**src/rtl/rpd_pkg.sv**
```systemverilog
// shared constants, types and the divider step for the raster position decoder
package rpd_pkg;

  localparam int TimeWidth   = 64;
  localparam int WordWidth   = 32;
  localparam int LineWidth   = 16;
  localparam int CfgIdxWidth = 3;
  localparam int CfgDataWidth = 64;

  localparam int ModSteps  = TimeWidth;
  localparam int LineSteps = WordWidth;
  localparam int PixSteps  = WordWidth;

  localparam logic [WordWidth-1:0] PixelMax = WordWidth'(16'hffff);

  typedef enum logic [CfgIdxWidth-1:0] {
    CfgEnable      = 3'd0,
    CfgPixelPeriod = 3'd1,
    CfgLinePeriod  = 3'd2,
    CfgActiveWidth = 3'd3,
    CfgHsyncWindow = 3'd4,
    CfgVisibleLines = 3'd5,
    CfgTotalLines  = 3'd6,
    CfgVsyncWindow = 3'd7
  } cfg_idx_e;

  // timing settings seen by the flag logic
  typedef struct packed {
    logic [WordWidth-1:0] pix_period;
    logic [WordWidth-1:0] active_width;
    logic [WordWidth-1:0] hs_start;
    logic [WordWidth-1:0] hs_end;
    logic [LineWidth-1:0] visible_lines;
    logic [LineWidth-1:0] vs_start;
    logic [LineWidth-1:0] vs_end;
  } timing_t;

  typedef struct packed {
    logic [LineWidth-1:0] line_index;
    logic [LineWidth-1:0] pixel_index;
    logic                 hsync_on;
    logic                 hblank_on;
    logic                 vsync_on;
    logic                 vblank_on;
    logic                 display_on;
    logic                 timing_valid;
  } result_t;

  // one restoring division step: {quotient bit, new remainder}, needs rem < div
  function automatic logic [WordWidth:0] div_step(input logic [WordWidth-1:0] rem,
                                                  input logic bit_in,
                                                  input logic [WordWidth-1:0] div);
    logic [WordWidth:0] r2;
    logic [WordWidth:0] diff;
    r2   = {rem, bit_in};
    diff = r2 - {1'b0, div};
    if (r2 >= {1'b0, div}) begin
      div_step = {1'b1, diff[WordWidth-1:0]};
    end else begin
      div_step = {1'b0, r2[WordWidth-1:0]};
    end
  endfunction

endpackage

```
**src/rtl/rpd_flags.sv**
```systemverilog
// final flag and pixel saturation logic of the raster position decoder
module rpd_flags (
  input  logic                          ok_i,
  input  logic [rpd_pkg::WordWidth-1:0] line_i,
  input  logic [rpd_pkg::WordWidth-1:0] in_line_i,
  input  logic [rpd_pkg::WordWidth-1:0] pix_quo_i,
  input  rpd_pkg::timing_t              timing_i,
  output rpd_pkg::result_t              result_o
);
  import rpd_pkg::*;

  logic [WordWidth-1:0] pixel;
  logic                 hb;
  logic                 vb;

  always_comb begin
    if (timing_i.pix_period == '0) begin
      pixel = '0;
    end else if (pix_quo_i > PixelMax) begin
      pixel = PixelMax;
    end else begin
      pixel = pix_quo_i;
    end
    hb = in_line_i >= timing_i.active_width;
    vb = line_i >= WordWidth'(timing_i.visible_lines);
    result_o = '0;
    if (ok_i) begin
      result_o.line_index   = line_i[LineWidth-1:0];
      result_o.pixel_index  = pixel[LineWidth-1:0];
      result_o.hsync_on     = (in_line_i >= timing_i.hs_start) && (in_line_i < timing_i.hs_end);
      result_o.hblank_on    = hb;
      result_o.vsync_on     = (line_i >= WordWidth'(timing_i.vs_start)) &&
                              (line_i < WordWidth'(timing_i.vs_end));
      result_o.vblank_on    = vb;
      result_o.display_on   = !hb && !vb;
      result_o.timing_valid = 1'b1;
    end
  end

endmodule

```
**config.mk**
```make
export PLATFORM = sky130hd
export DESIGN_NAME = rpd_flags
export DESIGN_NICKNAME = d
export VERILOG_FILES = /design/src/rtl/rpd_pkg.sv /design/src/rtl/rpd_flags.sv
export SDC_FILE = /design/constraint.sdc
export NUM_CORES = 1
export LEC_CHECK = 0
export BUFFER_PORTS_ARGS = -buffer_cell sky130_fd_sc_hd__buf_2
export CORE_AREA = 4 4 117 119
export DETAILED_ROUTE_END_ITERATION = 10
export DIE_AREA = 0 0 121 123
export PLACE_DENSITY = 0.66
export SLEW_MARGIN = 10
export SYNTH_ARGS = -nofsm -noshare
export SYNTH_HDL_FRONTEND = slang
export SYNTH_SLANG_ARGS = --single-unit
```
**constraint.sdc**
```tcl
create_clock -name vclk -period 2.23
set_clock_uncertainty 0.05 [all_clocks]
set_input_delay 0.3345 -clock vclk [all_inputs]
set_output_delay 0.3345 -clock vclk [all_outputs]
set_load 0.005 [all_outputs]
```
==> results of run 1 <==
[cells in the mapped netlist (2+ instances only)]
cell type and n:
nand4_1 26, nand3_1 6, a31oi_1 2, nand2_1 22
a2111oi_0 6, a21o_1 28, nor3_1 6, o22ai_1 2
o21ai_0 16, clkbuf_1 2, ha_1 142, nor4_1 18
nor2_1 50, a211oi_1 5, o21ai_1 9, a221o_1 2
and3_1 2, inv_1 141, and2_1 17, nand2b_1 5
a21oi_1 41, nor2b_1 3
[where the power goes]
group            internal (W)  leakage [nW]       total [W]  switching, W
clock network  0.000000000121     0.0000127  0.000000000121             0
logic                0.000583          3.93         0.00111      0.000531
registers                   0             0               0             0
total                0.000583          3.93         0.00111      0.000531
[layout make-up]
class | instances | area (µm²) | area share [%]
Timing Repair Buffer | 347 | 1910 | 29.4
Antenna cell | 2 | 5.00 | 0.0772
Tap cell | 172 | 215 | 3.32
Multi-Input combinational cell | 420 | 3820 | 58.9
Inverter | 142 | 536 | 8.26
[metal layers]
metal	track usage (%)	vias to the layer above	part of all wire [%]
met3	3.39	24	7.2
met2	41.1	196	54
met5	0	-	0.29
met1	21.8	2272	37
met4	4.11	8	1.8
li1	-	2661	-
[metrics by stage]
stage / setup slack (ns) / power (W) / setup TNS [ns] / area, µm² / util, %
finish: -0.258 / 0.00111 / -0.517 / 6480 / 51.6
global route: -0.317 / 0.00126 / -0.720 / 6480 / 51.6
CTS: -0.249 / 0.00109 / -0.499 / 6390 / 50.9
detailed placement: -0.357 / 0.000966 / -1.01 / 5930 / 47.1
global placement: -0.322 / 0.000951 / -0.876 / 5930 / 47.1
floorplan: 0.140 / 0.000474 / 0 / 3900 / -
[cell families after synthesis]
| kind of cell | count (synthesis) | synth area share, % |
|---|---|---|
| fa+ha+maj | 142 | 45.5 |
| buf+inv | 146 | 14.2 |
| compound gates | 121 | 20.0 |
| simple gates | 157 | 20.3 |
[timing repair]
item	CTS	global route
setup buffers	1	0
pin swaps	37	11
setup endpoints to repair	4	4
gates resized for setup	78	13
[worst max-delay path by stage]
stage,from,end,slack (ns),cells after the start
detailed placement,in_line_i[13],result_o[1],-0.36,9
global route,timing_i[125],result_o[4],-0.32,10
CTS,timing_i[125],result_o[4],-0.25,10
finish,in_line_i[13],result_o[4],-0.26,9
floorplan,timing_i[125],result_o[4],0.14,8
global placement,in_line_i[13],result_o[1],-0.32,9
==> reports/qor.csv, run 1 <==
stage;metric;value;unit
die;rows;41;
die;die_y;123;µm
sta;finalHoldViolations;0;
die;initial_core_util;31.1;%
layout;final_cell_mix;301 x buf_2, 135 x inv_1, 121 x ha_1;
yosys;synth_top_area_share;45.5;%
die;die_w;121;µm
sta;fmax;0.402;GHz
worst_setup_path;cpPeakStageDelay;0.34;ns
sta;slew_headroom;71.9;%
detailed_routing;vias;5161;
sta;setup_viol;3;
layout;nets;1326;
global_route;grt_pass1_vias;5051;
yosys;synth_area_leaders;ha_1 46%, inv_1 14%, a21o_1 5.4%;
global_route;grt.total_usage;20.3;%
power;irDropWorstVdd;0.0886;mV
outcome;violations;negative setup slack;
worst_setup_path;critPathRequiredTime;1.85;ns
job;max_cap_violations;0;
detailed_routing;first_pass_iters;4;
yosys;synth_top_area_cell;ha_1;
sta;worst_hold_slack;0.904;ns
sta;fin_ws;-0.258;ns
worst_hold_path;worstHoldStart;pix_quo_i[6];
detailed_routing;drc;0;
yosys;yosysUniqueCellTypes;37;
yosys;seq_area_frac_synth;0;%
die;core;0.0126;mm²
clock_network;cts_hold_buf;0;
sta;tightest_slew;0.417;ns
worst_setup_path;critPathTopFamily;compound AO/OA/AOI/OAI gates;
sta;fin_crit_sh;112;%
worst_setup_path;crit_arrival;2.10;ns
power;power_leakage;3.93;nW
worst_hold_path;worstHoldPathCells;4;
global_route;antenna_found_initial;6;
detailed_routing;drt_iter0_markers;113;
worst_setup_path;cp-start-kind;input pin;
layout;stdcell_count;1083;
worst_hold_path;min_to;result_o[12];
placed_design;gp_congestion;0.913;
sta;rsz0062_at_grt;yes;
worst_setup_path;critPathMostFrequentCell;a21o_1;
layout;final_common_cell;buf_2;
power;power_density;172;mW/mm²
worst_hold_path;hold_class;input pin to primary output;
global_route;grt_pass1_wl;24.0;mm
sta;slew_violations;0;
worst_setup_path;end_kind;primary output;
worst_setup_path;worstSetupPathType;input pin to primary output;
worst_setup_path;cp_slowest_cell;a221o_1;
sta;finalCriticalPeriod;2.49;ns
yosys;avgSynthCellArea;6.90;µm²
detailed_routing;routedWlPerCell;15.4;µm
die;io-pin-count;311;
layout;flops_and_latches;0;
yosys;synth_area;0.00390;mm²
layout;layout-drive-gt1-share;44.8;%
yosys;synth_nets;981;
placed_design;placedCellCount;1081;
detailed_routing;viasPerCell;4.77;
layout;nClkBuffers;0;
layout;syn2layout_area_growth;66.1;%
worst_setup_path;path_buf_inv;2;
layout;fillCellCount;1255;
global_route;gr-total-overflow;0;
worst_setup_path;crit_chain;buf_4 > ha_4 > a21o_1 > a21o_1 > a221o_1 > a221oi_2 > o211ai_2 > and2_1 > buf_2;
global_route;grt_max_degree;19;
yosys;syn_inst;566;
worst_setup_path;crit_fanout;2;
placed_design;dp_hpwl;14.9;mm
yosys;synth_warnings;0;
detailed_routing;wl;16.7;mm
layout;seq_area;0;µm²
outcome;status;finished with violations;
die;dieArea;0.0149;mm²
placed_design;io_buffers;311;
detailed_routing;detail-route-antenna-nets;0;
(Power assumes the default switching activity.)
==> run 2: changes to the inputs <==
--- a/config.mk
+++ b/config.mk
@@ -9,7 +9,7 @@
 export CORE_AREA = 4 4 117 119
 export DETAILED_ROUTE_END_ITERATION = 10
 export DIE_AREA = 0 0 121 123
-export PLACE_DENSITY = 0.66
+export PLACE_DENSITY = 0.72
 export SLEW_MARGIN = 10
 export SYNTH_ARGS = -nofsm -noshare
 export SYNTH_HDL_FRONTEND = slang
==> reports/qor.csv, run 2 (same netlist as run 1, synthesis figures left out) <==
stage;metric;value;unit;change
global_route;grt.total_usage;19.7;%;-0.52 points
sta;finalCriticalPeriod;2.43;ns;-0.0601 ns
outcome;violations;negative setup slack;;
worst_setup_path;crit_chain;buf_6 > ha_4 > a21o_1 > a21o_1 > a221o_1 > a221oi_2 > o211ai_2 > and2_1 > buf_2;;
detailed_routing;viasPerCell;4.75;;-0.33%
layout;final_cell_mix;302 x buf_2, 135 x inv_1, 135 x ha_1;;
die;die_w;121;µm;unchanged
placed_design;io_buffers;311;;unchanged
global_route;antenna_found_initial;4;;-2
power;irDropWorstVdd;0.0969;mV;+9.4%
worst_setup_path;worstSetupPathType;input pin to primary output;;
die;rows;41;;unchanged
global_route;gr-total-overflow;0;;unchanged
worst_hold_path;worstHoldPathCells;4;;unchanged
layout;final_common_cell;buf_2;;
layout;flops_and_latches;0;;unchanged
power;power_density;167;mW/mm²;-2.7%
sta;timing.setup.tns;-0.471;ns;+0.0454 ns
layout;multi_input_area;0.00352;mm²;-7.8%
layout;utilization;48.8;%;-2.8 points
worst_setup_path;critPathMostFrequentCell;a21o_1;;
worst_setup_path;end_kind;primary output;;
sta;finalHoldViolations;0;;unchanged
global_route;grt_pass1_wl;23.6;mm;-1.8%
worst_setup_path;critPathTopFamily;compound AO/OA/AOI/OAI gates;;
detailed_routing;vias;5120;;-0.79%
die;io-pin-count;311;;unchanged
outcome;status;finished with violations;;
sta;fin_crit_sh;109;%;-2.7 points
die;dieArea;0.0149;mm²;unchanged
detailed_routing;routedWlPerCell;14.9;µm;-3.2%
layout;layout-drive-gt1-share;41.3;%;-3.4 points
layout;syn2layout_area_growth;57.1;%;
worst_setup_path;cp_slowest_cell;a221o_1;;
worst_setup_path;cpPeakStageDelay;0.35;ns;about the same
worst_setup_path;crit_arrival;2.04;ns;-0.06 ns
job;max_cap_violations;0;;unchanged
sta;slew_headroom;74.0;%;+2.0 points
worst_setup_path;cp-start-kind;input pin;;
worst_setup_path;path_buf_inv;2;;unchanged
placed_design;dp_hpwl;14.8;mm;-0.69%
sta;setup_viol;3;;unchanged
detailed_routing;wl;16.1;mm;-3.7%
layout;nets;1322;;-0.30%
detailed_routing;detail-route-antenna-nets;0;;unchanged
worst_setup_path;cp.depth;9;;unchanged
sta;fmax;0.412;GHz;+2.5%
worst_hold_path;worstHoldStart;pix_quo_i[5];;
detailed_routing;drc;0;;unchanged
die;initial_core_util;31.1;%;unchanged
worst_setup_path;crit_start;in_line_i[13];;
global_route;grt_max_degree;19;;unchanged
die;core;0.0126;mm²;unchanged
detailed_routing;drt_iter0_markers;124;;+9.7%
worst_hold_path;hold_class;input pin to primary output;;
worst_setup_path;critPathRequiredTime;1.85;ns;about the same
placed_design;gp_congestion;0.934;;+2.3%
sta;tightest_slew;0.389;ns;-0.0278 ns
layout;fillCellCount;1267;;+0.96%
detailed_routing;first_pass_iters;4;;unchanged
worst_hold_path;min_to;result_o[11];;
global_route;grt_pass1_vias;5004;;-0.93%
sta;slew_violations;0;;unchanged
worst_setup_path;crit_fanout;2;;unchanged
sta;rsz0062_at_grt;yes;;
sta;fin_ws;-0.198;ns;+0.0601 ns
die;die_y;123;µm;unchanged
layout;nClkBuffers;0;;unchanged
layout;seq_area;0;µm²;unchanged
sta;worst_hold_slack;0.900;ns;-0.00372 ns
power;power_leakage;3.88;nW;-1.2%
==> run 2: power breakdown <==
group / total [W] / internal, W / switching [W] / leakage [nW]
Sequential: 0 / 0 / 0 / 0
Clock: 0.0000000000600 / 0.0000000000600 / 0 / 0.00000634
Combinational: 0.00103 / 0.000536 / 0.000490 / 3.88
Total: 0.00103 / 0.000536 / 0.000490 / 3.88
==> run 2: final cells by class <==
type / count / share of cell area [%]
tap: 172 / 3.51
multi-input combinational: 420 / 57.4
antenna: 1 / 0.0408
inverter: 142 / 8.73
timing repair buffer: 343 / 30.3
==> run 2: worst max path at each step <==
stage / end / slack (ns)
4_1_cts: result_o[4] / -0.23
5_1_grt: result_o[4] / -0.32
6_report: result_o[4] / -0.20
3_3_place_gp: result_o[1] / -0.34
3_5_place_dp: result_o[1] / -0.34
2_1_floorplan: result_o[4] / 0.14
==> run 2: timing repair <==
| action | 4_1_cts | 5_1_grt |
|---|---|---|
| hold buffers | 0 | 0 |
| buffers inserted | 0 | 0 |
| endpoints found under the setup margin | 4 | 5 |
| gates resized for setup | 44 | 5 |
| pin swaps | 20 | 4 |
| cloned | 0 | 0 |
==> run 2: per-stage QoR <==
stage	total power [W]	cells	cell area, µm²	worst slack (ns)
final	0.00103	1078	6130	-0.198
after global routing	0.00117	1077	6130	-0.315
after CTS	0.00102	1077	6100	-0.226
after detailed placement	0.000963	1077	5900	-0.344
after global placement	0.000947	1077	5900	-0.342
after floorplan	0.000474	566	3900	0.140
==> run 2: tightest hold or removal path: cells and delay by family <==
| kind | cells | cell delay, ns |
|---|---|---|
| buffers and inverters | 2 | 0.18 |
| and+or+nand+nor | 2 | 0.09 |
==> run 2: per-layer routing <==
metal | vias up | routed length, µm | global-route usage [%]
li1 | 2654 | - | -
met1 | 2221 | 5930 | 21.2
met2 | 209 | 8400 | 39.7
met3 | 30 | 1370 | 4.39
met4 | 6 | 333 | 3.12
met5 | - | 40 | 0
==> run 3: changes to the inputs <==
--- a/config.mk
+++ b/config.mk
@@ -6,10 +6,11 @@
 export NUM_CORES = 1
 export LEC_CHECK = 0
 export BUFFER_PORTS_ARGS = -buffer_cell sky130_fd_sc_hd__buf_2
-export CORE_AREA = 4 4 117 119
+export CORE_AREA = 2 2 122 124
 export DETAILED_ROUTE_END_ITERATION = 10
-export DIE_AREA = 0 0 121 123
-export PLACE_DENSITY = 0.72
+export DIE_AREA = 0 0 124 126
+export PLACE_DENSITY = 0.65
+export RECOVER_POWER = 50
 export SLEW_MARGIN = 10
 export SYNTH_ARGS = -nofsm -noshare
 export SYNTH_HDL_FRONTEND = slang
==> reports/qor.csv, run 3 (same netlist as run 1, synthesis figures left out) <==
stage;metric;value;unit;change
detailed_routing;viasPerCell;4.63;;-2.6%
job;max_cap_violations;0;;unchanged
worst_setup_path;cpPeakStageDelay;0.37;ns;+0.02 ns
placed_design;placed_area;0.00597;mm²;+1.3%
worst_setup_path;end_kind;primary output;;
placed_design;dp_hpwl;14.1;mm;-5.2%
layout;final_cell_mix;299 x buf_2, 137 x inv_1, 129 x ha_1;;
outcome;violations;negative setup slack;;
die;dieArea;0.0156;mm²;+5.0%
sta;fin_crit_sh;110;%;+0.87 points
power;total_power;0.00107;W;+4.3%
clock_network;cts_hold_buf;0;;unchanged
worst_setup_path;cp_slowest_cell;a221o_1;;
worst_setup_path;crit_arrival;2.06;ns;+0.02 ns
worst_setup_path;crit_fanout;2;;unchanged
sta;timing.setup.tns;-0.535;ns;-0.0637 ns
layout;insertedDiodeCount;0;;-1
layout;seq_area;0;µm²;unchanged
sta;finalHoldViolations;0;;unchanged
detailed_routing;drc;0;;unchanged
die;rows;44;;+7.3%
sta;slew_headroom;56.3;%;-18 points
layout;nClkBuffers;0;;unchanged
worst_hold_path;hold_class;input pin to primary output;;
detailed_routing;detail-route-antenna-nets;0;;unchanged
layout;final_common_cell;buf_2;;
sta;fmax;0.409;GHz;-0.79%
sta;finalCriticalPeriod;2.45;ns;+0.0193 ns
placed_design;io_buffers;311;;unchanged
worst_setup_path;cp-start-kind;input pin;;
global_route;grt.total_usage;18.6;%;-1.1 points
placed_design;placedCellCount;1097;;+1.9%
worst_setup_path;critPathMostFrequentCell;a21o_1;;
power;power_density;170;mW/mm²;+1.4%
power;power_leakage;3.89;nW;+0.31%
detailed_routing;routedWlPerCell;13.9;µm;-6.7%
die;io-pin-count;311;;unchanged
global_route;busiest_layer;met2;;
placed_design;dp_slack;-0.401;ns;-0.0569 ns
worst_hold_path;worstHoldPathCells;4;;unchanged
global_route;gr-total-overflow;0;;unchanged
global_route;use_met1;20.0;%;-1.2 points
sta;setup_viol;3;;unchanged
die;core;0.0143;mm²;+14%
global_route;grt_use_met2;38.9;%;-0.85 points
detailed_routing;first_pass_iters;4;;unchanged
worst_setup_path;crit_start;timing_i[125];;
layout;flops_and_latches;0;;unchanged
layout;fillCellCount;1503;;+19%
power;irDropWorstVdd;0.0779;mV;-20%
worst_setup_path;worstSetupPathType;input pin to primary output;;
placed_design;gp_congestion;0.880;;-5.7%
global_route;grt_pass1_wl;23.2;mm;-1.7%
outcome;status;finished with violations;;
global_route;met3_usage;1.77;%;-2.6 points
layout;syn2layout_area_growth;61.6;%;
global_route;antenna_found_initial;1;;-3
layout;stdcell_count;1098;;+1.9%
sta;rsz0062_at_grt;yes;;
worst_setup_path;crit_chain;buf_6 > inv_4 > ha_4 > a21o_1 > a21o_1 > a221o_1 > a221oi_4 > o211ai_2 > nor3_2 > buf_2;;
layout;nets;1331;;+0.68%
sta;slew_violations;0;;unchanged
worst_setup_path;cp-endpoint;result_o[1];;
die;initial_core_util;27.3;%;-3.8 points
global_route;grt_pass1_vias;5149;;+2.9%
detailed_routing;wl;15.3;mm;-5.0%
layout;multi_input_area;0.00366;mm²;+3.8%
sta;fin_ws;-0.217;ns;-0.0193 ns
worst_setup_path;critPathRequiredTime;1.85;ns;about the same
sta;tightest_slew;0.655;ns;+0.266 ns
die;die_w;124;µm;+2.5%
layout;layout-drive-gt1-share;42.9;%;+1.6 points
detailed_routing;drt_iter0_markers;102;;-18%
detailed_routing;vias;5082;;-0.74%
layout;stdcell_area;0.00631;mm²;+2.9%
die;die_y;126;µm;+2.4%
global_route;grt_max_degree;19;;unchanged
-- run 3: cell count changes in the layout (fill, tap and decap cells not counted), moves of 4 or more --
cell / before / now
clkbuf_1: 0 / 8
nor4_2: 0 / 4
ha_4: 7 / 13
a21oi_2: 0 / 7
ha_1: 135 / 129
and2_0: 0 / 4
a21oi_1: 41 / 34
buf_4: 32 / 41
buf_6: 8 / 2
and2_1: 17 / 13
-- run 3: worst min path at each step --
stage / start / endpoint / slack, ns
finish: pix_quo_i[15] / result_o[21] / 0.90
CTS: pix_quo_i[2] / result_o[8] / 0.91
global placement: pix_quo_i[3] / result_o[9] / 0.90
global route: pix_quo_i[10] / result_o[16] / 0.92
floorplan: ok_i / result_o[0] / 0.70
detailed placement: pix_quo_i[2] / result_o[8] / 0.90
-- run 3: timing repair --
action                                 4_1_cts  5_1_grt
setup endpoints to repair                    4        5
buffers inserted                             1        1
resized for setup                           37       26
pin swaps                                   20       11
endpoints found under the hold margin        0        0
-- run 3: metrics by stage --
step | utilization, % | hold slack (ns)
2_1_floorplan | - | 0.700
3_3_place_gp | 41.7 | 0.900
3_5_place_dp | 41.7 | 0.901
4_1_cts | 43.2 | 0.906
5_1_grt | 44.1 | 0.921
6_report | 44.1 | 0.902
-- run 3: layer usage --
metal | vias up | part of all wire (%) | routed length, µm
met5 | - | 0.085 | 13
met4 | 2 | 1.2 | 186
met3 | 18 | 7.0 | 1060
met2 | 199 | 54 | 8290
met1 | 2195 | 37 | 5720
li1 | 2668 | - | -
-- run 3: worst max-delay path: cells and delay by family --
family,cells,cell delay (ns)
buffers and inverters,3,0.29
AOI/OAI and AO/OA,5,1.09
adders and majority gates,1,0.19
and+or+nand+nor,1,0.17
-- run 3: cell type report --
cell class                 instances  share of cell area (%)
multi-input combinational        420                    58.0
inverter                         142                    8.49
tap                              184                    3.65
timing repair buffer             352                    29.9
-- run 3: report_power, final --
group / total, W / switching (W) / internal (W)
combinational: 0.00107 / 0.000508 / 0.000562
sequential: 0 / 0 / 0
clock: 0 / 0 / 0
